===== config.mk =====
export PLATFORM = sky130hd
export DESIGN_NAME = seven_segment_reading_frame_builder
export DESIGN_NICKNAME = d
export VERILOG_FILES = /design/src/sv/ssrfb_pkg.sv /design/src/sv/seven_segment_reading_frame_builder.sv /design/src/sv/ssrfb_front.sv /design/src/sv/ssrfb_queue.sv /design/src/sv/ssrfb_back.sv
export SDC_FILE = /design/constraint.sdc
export NUM_CORES = 1
export LEC_CHECK = 0
export BUFFER_PORTS_ARGS = -buffer_cell sky130_fd_sc_hd__clkbuf_2
export CORE_UTILIZATION = 55
export DETAILED_ROUTE_END_ITERATION = 7
export HOLD_SLACK_MARGIN = 0.05
export PLACE_DENSITY_LB_ADDON = 0.3
export SLEW_MARGIN = 20
export SYNTH_ARGS = -nofsm -noshare
export SYNTH_HDL_FRONTEND = slang
export SYNTH_SLANG_ARGS = --single-unit

===== constraint.sdc =====
create_clock -name clock -period 11.3 [get_ports clock]
set_input_delay 2.26 -clock clock [delete_from_list [all_inputs] [get_ports clock]]
set_output_delay 2.26 -clock clock [all_outputs]
set_load 0.02 [all_outputs]

===== src/sv/ssrfb_pkg.sv =====
package ssrfb_pkg;

   // Request commands; code 3 gives an all-blank frame
   typedef enum logic [1:0] {
      CMD_ROOM   = 2'd0,
      CMD_WATER  = 2'd1,
      CMD_SINGLE = 2'd2
   } cmd_type;

   // Segment byte, bit 7 is the decimal point
   typedef logic [7:0] seg_type;

   // Eight digit bytes, element 0 is digit 1 (rightmost)
   typedef seg_type [7:0] digit_buf_type;

   // Configuration register contents handed to the frame sequencer
   typedef struct packed {
      logic [3:0] brightness;
      logic [7:0] decode_select;
   } csr_type;

   // Configuration register indexes
   localparam logic CSR_BRIGHTNESS    = 1'b0;
   localparam logic CSR_DECODE_SELECT = 1'b1;

   localparam logic [3:0] DEFAULT_BRIGHT = 4'd8;
   localparam logic [9:0] READING_MAX    = 10'd999;
   localparam logic [9:0] TWO_DIGIT_MAX  = 10'd99;

   localparam seg_type SEG_POINT = 8'h80;
   localparam seg_type SEG_C     = 8'h0D;
   localparam seg_type SEG_H     = 8'h37;
   localparam seg_type SEG_DASH  = 8'h01;
   localparam seg_type SEG_BLANK = 8'h00;

   // Frame word positions
   localparam logic [3:0] WORD_NOOP     = 4'd0;
   localparam logic [3:0] WORD_DIGIT1   = 4'd1;
   localparam logic [3:0] WORD_DIGIT8   = 4'd8;
   localparam logic [3:0] WORD_DECODE   = 4'd9;
   localparam logic [3:0] WORD_INTEN    = 4'd10;
   localparam logic [3:0] WORD_SCAN     = 4'd11;
   localparam logic [3:0] WORD_SHUTDOWN = 4'd12;
   localparam logic [3:0] WORD_TEST     = 4'd13;

   // Driver register addresses
   localparam logic [3:0] ADDR_NOOP     = 4'h0;
   localparam logic [3:0] ADDR_DECODE   = 4'h9;
   localparam logic [3:0] ADDR_INTEN    = 4'hA;
   localparam logic [3:0] ADDR_SCAN     = 4'hB;
   localparam logic [3:0] ADDR_SHUTDOWN = 4'hC;
   localparam logic [3:0] ADDR_TEST     = 4'hF;

   localparam logic [7:0] SCAN_ALL_DIGITS = 8'h07;
   localparam logic [7:0] SHUTDOWN_NORMAL = 8'h01;
   localparam logic [7:0] TEST_OFF        = 8'h00;

   // Segment pattern of one decimal digit; anything above 9 is blank
   function automatic seg_type seg_of(input logic [3:0] d);
      seg_type s;
      unique case (d)
         4'd0:    s = 8'h7e;
         4'd1:    s = 8'h30;
         4'd2:    s = 8'h6d;
         4'd3:    s = 8'h79;
         4'd4:    s = 8'h33;
         4'd5:    s = 8'h5b;
         4'd6:    s = 8'h5f;
         4'd7:    s = 8'h70;
         4'd8:    s = 8'h7f;
         4'd9:    s = 8'h7b;
         default: s = SEG_BLANK;
      endcase
      return s;
   endfunction

   // Hundreds of a value up to 999: multiply by 41/4096
   function automatic logic [3:0] hundreds_of(input logic [9:0] v);
      logic [15:0] p;
      p = {6'd0, v} * 16'd41;
      return p[15:12];
   endfunction

   // Tens of a value up to 99: multiply by 205/2048
   function automatic logic [3:0] tens_of(input logic [6:0] r);
      logic [15:0] p;
      p = {9'd0, r} * 16'd205;
      return p[14:11];
   endfunction

endpackage


===== src/sv/seven_segment_reading_frame_builder.sv =====
// Path: an accepted item passes the front stage register, the queue, the sequencer's frame index
// and the output register, and the fourteen words of a frame follow on consecutive cycles with no gaps.
// Throughput: the frame sequencer emits one word a cycle, fourteen words per item;
// up to QUEUE_DEPTH items are taken ahead of the sequencer, then busy rises.
// Results cannot be stalled; rsp_valid marks each word for exactly one cycle.
// Reset (synchronous): frame logic empties, brightness returns to 8, decode select to 0.
module seven_segment_reading_frame_builder #(
   parameter int QUEUE_DEPTH = 2
) (
   input  logic       clock,
   input  logic       reset,
   input  logic       start,
   output logic       busy,
   input  logic [1:0] req_cmd,
   input  logic [9:0] req_temp_tenths,
   input  logic [9:0] req_hum_tenths,
   input  logic [3:0] req_single_digit,
   output logic       rsp_valid,
   output logic [3:0] rsp_reg_addr,
   output logic [7:0] rsp_reg_data,
   output logic       rsp_last_word,
   input  logic       csr_write_enable,
   input  logic       csr_index,
   input  logic [7:0] csr_write_data
);
   import ssrfb_pkg::*;

   localparam int CREDIT_W = $clog2(QUEUE_DEPTH + 1);
   localparam logic [CREDIT_W-1:0] CREDIT_MAX = CREDIT_W'(QUEUE_DEPTH);

   logic                accept;
   logic                push, pop, q_empty;
   digit_buf_type       push_digits, q_head;
   logic [CREDIT_W-1:0] credit_ff, credit_in;
   logic [3:0]          brightness_ff, brightness_in;
   logic [7:0]          decode_ff,     decode_in;
   csr_type             csr;

   assign accept = start && !busy;
   assign busy   = credit_ff == CREDIT_MAX;

   // Count items accepted but not yet taken by the sequencer
   always_comb begin
      credit_in = credit_ff;
      if (accept && !pop) begin
         credit_in = credit_ff + 1'b1;
      end else if (pop && !accept) begin
         credit_in = credit_ff - 1'b1;
      end
   end

   // Write configuration registers
   always_comb begin
      brightness_in = brightness_ff;
      decode_in     = decode_ff;
      if (csr_write_enable) begin
         unique case (csr_index)
            CSR_BRIGHTNESS:    brightness_in = csr_write_data[3:0];
            CSR_DECODE_SELECT: decode_in     = csr_write_data;
            default:           decode_in     = decode_ff;
         endcase
      end
   end

   always_ff @(posedge clock) begin
      if (reset) begin
         credit_ff     <= '0;
         brightness_ff <= DEFAULT_BRIGHT;
         decode_ff     <= 8'h00;
      end else begin
         credit_ff     <= credit_in;
         brightness_ff <= brightness_in;
         decode_ff     <= decode_in;
      end
   end

   assign csr.brightness    = brightness_ff;
   assign csr.decode_select = decode_ff;

   ssrfb_front u_front (
      .clock        (clock),
      .reset        (reset),
      .accept       (accept),
      .cmd          (req_cmd),
      .temp_tenths  (req_temp_tenths),
      .hum_tenths   (req_hum_tenths),
      .single_digit (req_single_digit),
      .push         (push),
      .push_digits  (push_digits)
   );

   ssrfb_queue #(
      .DEPTH (QUEUE_DEPTH)
   ) u_queue (
      .clock       (clock),
      .reset       (reset),
      .push        (push),
      .push_digits (push_digits),
      .pop         (pop),
      .empty       (q_empty),
      .head_digits (q_head)
   );

   ssrfb_back u_back (
      .clock         (clock),
      .reset         (reset),
      .csr           (csr),
      .q_empty       (q_empty),
      .q_head        (q_head),
      .pop           (pop),
      .rsp_valid     (rsp_valid),
      .rsp_reg_addr  (rsp_reg_addr),
      .rsp_reg_data  (rsp_reg_data),
      .rsp_last_word (rsp_last_word)
   );

   a_credit_bound: assert property (@(posedge clock) disable iff (reset)
      credit_ff <= CREDIT_MAX)
      else $error("more items in flight than queue slots");

endmodule


===== src/sv/ssrfb_front.sv =====
module ssrfb_front (
   input  logic                     clock,
   input  logic                     reset,
   input  logic                     accept,
   input  logic [1:0]               cmd,
   input  logic [9:0]               temp_tenths,
   input  logic [9:0]               hum_tenths,
   input  logic [3:0]               single_digit,
   output logic                     push,
   output ssrfb_pkg::digit_buf_type push_digits
);
   import ssrfb_pkg::*;

   logic       s1_valid_ff;
   cmd_type    s1_cmd_ff,   s1_cmd_in;
   logic [3:0] s1_sd_ff;
   logic       s1_t_big_ff, s1_t_big_in;
   logic       s1_h_big_ff, s1_h_big_in;
   logic [3:0] s1_t_hun_ff, s1_t_hun_in;
   logic [3:0] s1_h_hun_ff, s1_h_hun_in;
   logic [6:0] s1_t_rem_ff, s1_t_rem_in;
   logic [6:0] s1_h_rem_ff, s1_h_rem_in;

   logic [9:0]    t_sat, h_sat;
   logic [15:0]   t_rem_wide, h_rem_wide;
   logic [3:0]    t_ten, t_unit, h_ten, h_unit;
   logic [15:0]   t_unit_wide, h_unit_wide;
   digit_buf_type digits;

   // Saturate readings and split off the hundreds
   always_comb begin
      t_sat       = (temp_tenths > READING_MAX) ? READING_MAX : temp_tenths;
      h_sat       = (hum_tenths > READING_MAX) ? READING_MAX : hum_tenths;
      s1_cmd_in   = cmd_type'(cmd);
      s1_t_big_in = t_sat > TWO_DIGIT_MAX;
      s1_h_big_in = h_sat > TWO_DIGIT_MAX;
      s1_t_hun_in = hundreds_of(t_sat);
      s1_h_hun_in = hundreds_of(h_sat);
      t_rem_wide  = {6'd0, t_sat} - {12'd0, s1_t_hun_in} * 16'd100;
      h_rem_wide  = {6'd0, h_sat} - {12'd0, s1_h_hun_in} * 16'd100;
      s1_t_rem_in = t_rem_wide[6:0];
      s1_h_rem_in = h_rem_wide[6:0];
   end

   // Hold the accepted item for the encode stage
   always_ff @(posedge clock) begin
      if (reset) begin
         s1_valid_ff <= 1'b0;
      end else begin
         s1_valid_ff <= accept;
      end
      if (accept) begin
         s1_cmd_ff   <= s1_cmd_in;
         s1_sd_ff    <= single_digit;
         s1_t_big_ff <= s1_t_big_in;
         s1_h_big_ff <= s1_h_big_in;
         s1_t_hun_ff <= s1_t_hun_in;
         s1_h_hun_ff <= s1_h_hun_in;
         s1_t_rem_ff <= s1_t_rem_in;
         s1_h_rem_ff <= s1_h_rem_in;
      end
   end

   // Split the remainders into tens and units
   always_comb begin
      t_ten       = tens_of(s1_t_rem_ff);
      h_ten       = tens_of(s1_h_rem_ff);
      t_unit_wide = {9'd0, s1_t_rem_ff} - {12'd0, t_ten} * 16'd10;
      h_unit_wide = {9'd0, s1_h_rem_ff} - {12'd0, h_ten} * 16'd10;
      t_unit      = t_unit_wide[3:0];
      h_unit      = h_unit_wide[3:0];
   end

   // Encode the eight digit bytes for the command
   always_comb begin
      digits = '{default: SEG_BLANK};
      case (s1_cmd_ff)
         CMD_ROOM: begin
            digits[7] = s1_t_big_ff ? seg_of(s1_t_hun_ff) : SEG_BLANK;
            digits[6] = seg_of(t_ten) | SEG_POINT;
            digits[5] = seg_of(t_unit);
            digits[4] = SEG_C;
            digits[2] = s1_h_big_ff ? seg_of(s1_h_hun_ff) : seg_of(h_ten);
            digits[1] = s1_h_big_ff ? seg_of(h_ten) : seg_of(h_unit);
            digits[0] = SEG_H;
         end
         CMD_WATER: begin
            digits[7] = SEG_DASH;
            digits[6] = SEG_DASH;
            digits[5] = seg_of(s1_t_hun_ff);
            digits[4] = seg_of(t_ten) | SEG_POINT;
            digits[3] = seg_of(t_unit);
            digits[2] = SEG_C;
            digits[1] = SEG_DASH;
            digits[0] = SEG_DASH;
         end
         CMD_SINGLE: begin
            digits[0] = seg_of(s1_sd_ff);
         end
         default: begin
            digits = '{default: SEG_BLANK};
         end
      endcase
   end

   assign push        = s1_valid_ff;
   assign push_digits = digits;

endmodule


===== src/sv/ssrfb_queue.sv =====
module ssrfb_queue #(
   parameter int DEPTH = 2
) (
   input  logic                     clock,
   input  logic                     reset,
   input  logic                     push,
   input  ssrfb_pkg::digit_buf_type push_digits,
   input  logic                     pop,
   output logic                     empty,
   output ssrfb_pkg::digit_buf_type head_digits
);
   import ssrfb_pkg::*;

   localparam int PTR_W = (DEPTH > 1) ? $clog2(DEPTH) : 1;
   localparam int CNT_W = $clog2(DEPTH + 1);
   localparam logic [PTR_W-1:0] PTR_LAST = PTR_W'(DEPTH - 1);
   localparam logic [CNT_W-1:0] CNT_FULL = CNT_W'(DEPTH);

   digit_buf_type    entry_ff [DEPTH];
   logic [PTR_W-1:0] wr_ptr_ff, wr_ptr_in;
   logic [PTR_W-1:0] rd_ptr_ff, rd_ptr_in;
   logic [CNT_W-1:0] count_ff,  count_in;
   logic             full;

   assign empty       = count_ff == '0;
   assign full        = count_ff == CNT_FULL;
   assign head_digits = entry_ff[rd_ptr_ff];

   // Advance pointers and occupancy
   always_comb begin
      wr_ptr_in = wr_ptr_ff;
      rd_ptr_in = rd_ptr_ff;
      count_in  = count_ff;
      if (push) begin
         wr_ptr_in = (wr_ptr_ff == PTR_LAST) ? '0 : wr_ptr_ff + 1'b1;
      end
      if (pop) begin
         rd_ptr_in = (rd_ptr_ff == PTR_LAST) ? '0 : rd_ptr_ff + 1'b1;
      end
      if (push && !pop) begin
         count_in = count_ff + 1'b1;
      end else if (pop && !push) begin
         count_in = count_ff - 1'b1;
      end
   end

   always_ff @(posedge clock) begin
      if (reset) begin
         wr_ptr_ff <= '0;
         rd_ptr_ff <= '0;
         count_ff  <= '0;
      end else begin
         wr_ptr_ff <= wr_ptr_in;
         rd_ptr_ff <= rd_ptr_in;
         count_ff  <= count_in;
      end
      if (push) begin
         entry_ff[wr_ptr_ff] <= push_digits;
      end
   end

   a_no_overflow: assert property (@(posedge clock) disable iff (reset)
      push |-> (!full || pop))
      else $error("queue push while full");

   a_no_underflow: assert property (@(posedge clock) disable iff (reset)
      pop |-> !empty)
      else $error("queue pop while empty");

endmodule


===== src/sv/ssrfb_back.sv =====
module ssrfb_back (
   input  logic                     clock,
   input  logic                     reset,
   input  ssrfb_pkg::csr_type       csr,
   input  logic                     q_empty,
   input  ssrfb_pkg::digit_buf_type q_head,
   output logic                     pop,
   output logic                     rsp_valid,
   output logic [3:0]               rsp_reg_addr,
   output logic [7:0]               rsp_reg_data,
   output logic                     rsp_last_word
);
   import ssrfb_pkg::*;

   logic          active_ff, active_in;
   logic [3:0]    idx_ff,    idx_in;
   digit_buf_type digits_ff, digits_in;

   logic          valid_ff;
   logic [3:0]    addr_ff,   addr_in;
   logic [7:0]    data_ff,   data_in;
   logic          last_ff,   last_in;
   logic [3:0]    digit_sel;
   logic [7:0]    intensity;

   // Take the next item when idle or on the final word of the current one
   assign pop = !q_empty && (!active_ff || idx_ff == WORD_TEST);

   always_comb begin
      active_in = active_ff;
      idx_in    = idx_ff;
      digits_in = digits_ff;
      if (pop) begin
         active_in = 1'b1;
         idx_in    = WORD_NOOP;
         digits_in = q_head;
      end else if (active_ff) begin
         if (idx_ff == WORD_TEST) begin
            active_in = 1'b0;
         end else begin
            idx_in = idx_ff + 1'b1;
         end
      end
   end

   // Build the word at the current frame position
   always_comb begin
      digit_sel = idx_ff - WORD_DIGIT1;
      intensity = {4'd0, (csr.brightness == 4'd0) ? DEFAULT_BRIGHT : csr.brightness};
      last_in   = 1'b0;
      unique case (idx_ff) inside
         WORD_NOOP: begin
            addr_in = ADDR_NOOP;
            data_in = 8'h00;
         end
         [WORD_DIGIT1:WORD_DIGIT8]: begin
            addr_in = idx_ff;
            data_in = digits_ff[digit_sel[2:0]];
         end
         WORD_DECODE: begin
            addr_in = ADDR_DECODE;
            data_in = csr.decode_select;
         end
         WORD_INTEN: begin
            addr_in = ADDR_INTEN;
            data_in = intensity;
         end
         WORD_SCAN: begin
            addr_in = ADDR_SCAN;
            data_in = SCAN_ALL_DIGITS;
         end
         WORD_SHUTDOWN: begin
            addr_in = ADDR_SHUTDOWN;
            data_in = SHUTDOWN_NORMAL;
         end
         WORD_TEST: begin
            addr_in = ADDR_TEST;
            data_in = TEST_OFF;
            last_in = 1'b1;
         end
         default: begin
            addr_in = ADDR_NOOP;
            data_in = 8'h00;
         end
      endcase
   end

   always_ff @(posedge clock) begin
      if (reset) begin
         active_ff <= 1'b0;
         idx_ff    <= WORD_NOOP;
         valid_ff  <= 1'b0;
      end else begin
         active_ff <= active_in;
         idx_ff    <= idx_in;
         valid_ff  <= active_ff;
      end
      digits_ff <= digits_in;
      addr_ff   <= addr_in;
      data_ff   <= data_in;
      last_ff   <= last_in;
   end

   assign rsp_valid     = valid_ff;
   assign rsp_reg_addr  = addr_ff;
   assign rsp_reg_data  = data_ff;
   assign rsp_last_word = valid_ff && last_ff;

   a_last_is_test: assert property (@(posedge clock) disable iff (reset)
      rsp_last_word |-> (rsp_valid && rsp_reg_addr == ADDR_TEST))
      else $error("last word is not the display test register");

endmodule

==> impl_metrics.tcl <==
set metrics [dict create \
    rows 60 \
    syn_inst 1280 \
    cpLargestDelayFamily "adder cells" \
    grt.busiest_layer "met2" \
    drcViolationCount 0 \
    place_hpwl_mm 20.36 \
    cts_buffers 28 \
    grt_max_degree 60 \
    use_met2_pct 35.25 \
    crit_cells 21 \
    routed_wl_mm 28.19 \
    grt_pass1_wl_mm 47.04 \
    groute.usage.overall_pct 20.59 \
    path_buf_inv 3 \
    setup_viol 0 \
    path_clk_slew_ps 60 \
    synth.ff_latch_count 263 \
    dieArea_mm2 0.02846 \
    worst_slew_pin_slew_ps 1078 \
    syn_avg_cell_area_um2 11.94 \
    place_congestion 0.8432 \
    yosys.area_share.adder_pct 18.73 \
    synth_top_family_by_area "adder cells" \
    yosys.area_share.xor_xnor_pct 2.849 \
    ys.warnings.count 0 \
    reg2reg_depth 18 \
    drt_iter0_markers 530 \
    grt_pass1_vias 9506 \
    grt_setup_unrepaired "no" \
    status "finished, final reports clean" \
    synth_ff_type "edfxtp_1" \
    synth_compound_area_share_pct 9.104 \
    root_buffer "clkbuf_16" \
    viasPerCell 5.515 \
    synth_fp_nets 1529 \
    drv_slew 0 \
    antenna_found_initial 0 \
    cts_sinks 263 \
    die_width_um 168.7 \
    cts_tree "done" \
    drt-pass1-iter-count 5 \
    layout_common_cells "edfxtp_1, ha_1, inv_1, nand2_1, nor2_1" \
    fin_crit_sh_pct 58.98 \
    grt_use_met1_pct 28.13 \
    io_buffers 53 \
    criticalPathCategory "input port to register" \
    crit_path_max_incr_delay_ps 490 \
    final_common_cell "edfxtp_1" \
    cts_resized 0 \
    min_period_ps 6665 \
    cts_hold_buffers 0 \
    nFillCells 2115 \
    start_util_pct 56.39 \
    ios 54 \
    drv_cap 0 \
    holdCritPathClass "register to register" \
    htree_levels 1 \
    max_freq_ghz 0.1500 \
    final_nets 1568 \
    clockBufferDepth 3 \
    insertedDiodeCount 0 \
    clock_skew_ps 10.96 \
    crit_top_cell "ha_1" \
    syn_area_mm2 0.01528 \
    hold_violations 0 \
    crit_required_ps 11580 \
    synth_cell_types 73 \
    crit_arrival_ps 6950 \
    end_kind "register" \
    holdPathStages 2 \
    tns_ps 0 \
    critPathLaunchType "input port" \
    ys_async_sr_fraction_pct 0 \
    path_cells "clkbuf_2 -> nand4_1 -> or2_2 -> and2_1 -> ha_1 -> inv_1 -> fa_1 -> inv_1 -> ha_1 -> ha_1 -> a2111o_1 -> a21oi_1 -> o21a_1 -> nor2_1 -> xor2_1 -> nand2_1 -> ha_1 -> o21bai_1 -> maj3_1 -> a21oi_1 -> xnor2_1" \
    slowest_stage "fa_1" \
    synth_edf_count 204 \
    relSlewSlack_pct 27.91 \
    drive_gt1_share_pct 15.29 \
    crit_path_max_fanout 7 \
    muxShareOfSynthArea_pct 8.654 \
    use_met3_pct 2.268 \
    gr-total-overflow 0 \
    vias 9448 \
    syn2layout_area_growth_pct 9.620 \
    cts_setup_buffers 0 \
    clock_latency_ps 540 \
    wl_per_cell_um 16.46 \
    yosys.area_share.simple_pct 8.392 \
    seq_area_frac_synth_pct 47.81 \
    core_mm2 0.02710 \
    die_h_um 168.7 \
    antenna_left 0 \
]
## through the flow
step | cells | worst slack, ps | util (%) | instance area [um2] | hold WS [ps]
floorplan | 1280 | 4589 | - | 15280 | 424.9
global placement | 1661 | 4261 | 58.58 | 15880 | 439.2
detailed placement | 1661 | 4112 | 58.58 | 15880 | 449.4
CTS | 1713 | 4656 | 61.81 | 16750 | 458.2
global route | 1713 | 4368 | 61.81 | 16750 | 475.0
finish | 1713 | 4635 | 61.81 | 16750 | 454.8
## state kept, by name, indices dropped and copies added (netlist names), 2 cells and up, named ones only
signal and cells:
u_queue.count_ff 2, u_front.s1_h_hun_ff 4, u_front.s1_t_rem_ff 7, u_front.s1_t_hun_ff 4
u_front.s1_sd_ff 4, u_back.rsp_reg_addr 4, u_back.rsp_reg_data 8, decode_ff 8
u_queue.entry_ff 116, credit_ff 2, u_front.s1_h_rem_ff 7, u_back.digits_ff 58
u_back.idx_ff 4, brightness_ff 4, u_front.s1_cmd_ff 2
## cell usage after synthesis, types with 5 or more instances
master    instances  area share, %
and2_1           11           0.45
o211ai_1          8           0.39
nand3_1          13           0.43
mux2_2           61            4.5
o22ai_1           8           0.33
and3_1           13           0.53
xor2_1           21            1.2
or3_1             7           0.29
nor2b_1          11           0.45
nand2b_1         12           0.49
a221oi_1          7           0.40
nor2_1           72            1.8
fa_1             26            3.4
dfxtp_1          59            7.7
a311oi_1          5           0.29
nor3_1           14           0.46
clkbuf_1         42            1.0
inv_1           127            3.1
a211oi_1          5           0.25
a21o_1           14           0.69
mux2i_1          32            2.1
xnor2_1          25            1.4
buf_1             7           0.17
o21ai_1          10           0.33
a21oi_1          55            1.8
a31oi_1           9           0.37
ha_1            184             15
mux4_2           14            2.1
o21ai_0          29           0.95
nand4_1           7           0.29
nand2_1          72            1.8
o21a_1           11           0.54
edfxtp_1        204             40
or2_2            12           0.49
## per-layer routing
metal  share of wire (%)  up-vias
li1                    -     4692
met1                  46     4514
met2                  48      207
met3                 4.0       35
met4                 1.8        0
met5                   0        -
## kinds of logic (layout without fill, tap and decap cells)
family	after synthesis	count (layout)
simple gates	262	262
compound gates	207	207
mux	107	107
flops	263	263
xor+xnor	48	48
fa+ha+maj	214	214
buf+inv	179	240
## layout make-up
class | count | area, um2 | share of cell area (%)
inverter | 128 | 480.5 | 2.868
tap | 372 | 465.4 | 2.778
clock buffer | 36 | 750.7 | 4.481
clock inverter | 16 | 126.4 | 0.7544
timing repair buffer | 60 | 317.8 | 1.897
sequential | 263 | 7308 | 43.63
multi-input combinational | 838 | 7303 | 43.60
## path summary, 6_finish.rpt
kind                               start                       to  slack [ps]
hold reg to reg             decode_ff[7]             decode_ff[7]         450
setup reg to reg  u_front.s1_t_rem_ff[4]  u_queue.entry_ff[0][41]        5280
setup / recovery       req_hum_tenths[5]   u_front.s1_h_rem_ff[6]        4630
hold / removal              decode_ff[7]             decode_ff[7]         450
## tightest hold or removal path: cells and delay by family (launching register included)
kind               cells  cell delay, ps
DFF                    1             310
and+or+nand+nor        1              50
AOI/OAI and AO/OA      1              50
Power is left out: the tool's default activity adds up to more than one toggle a clock period on the data nets, which glitch-free logic cannot reach.
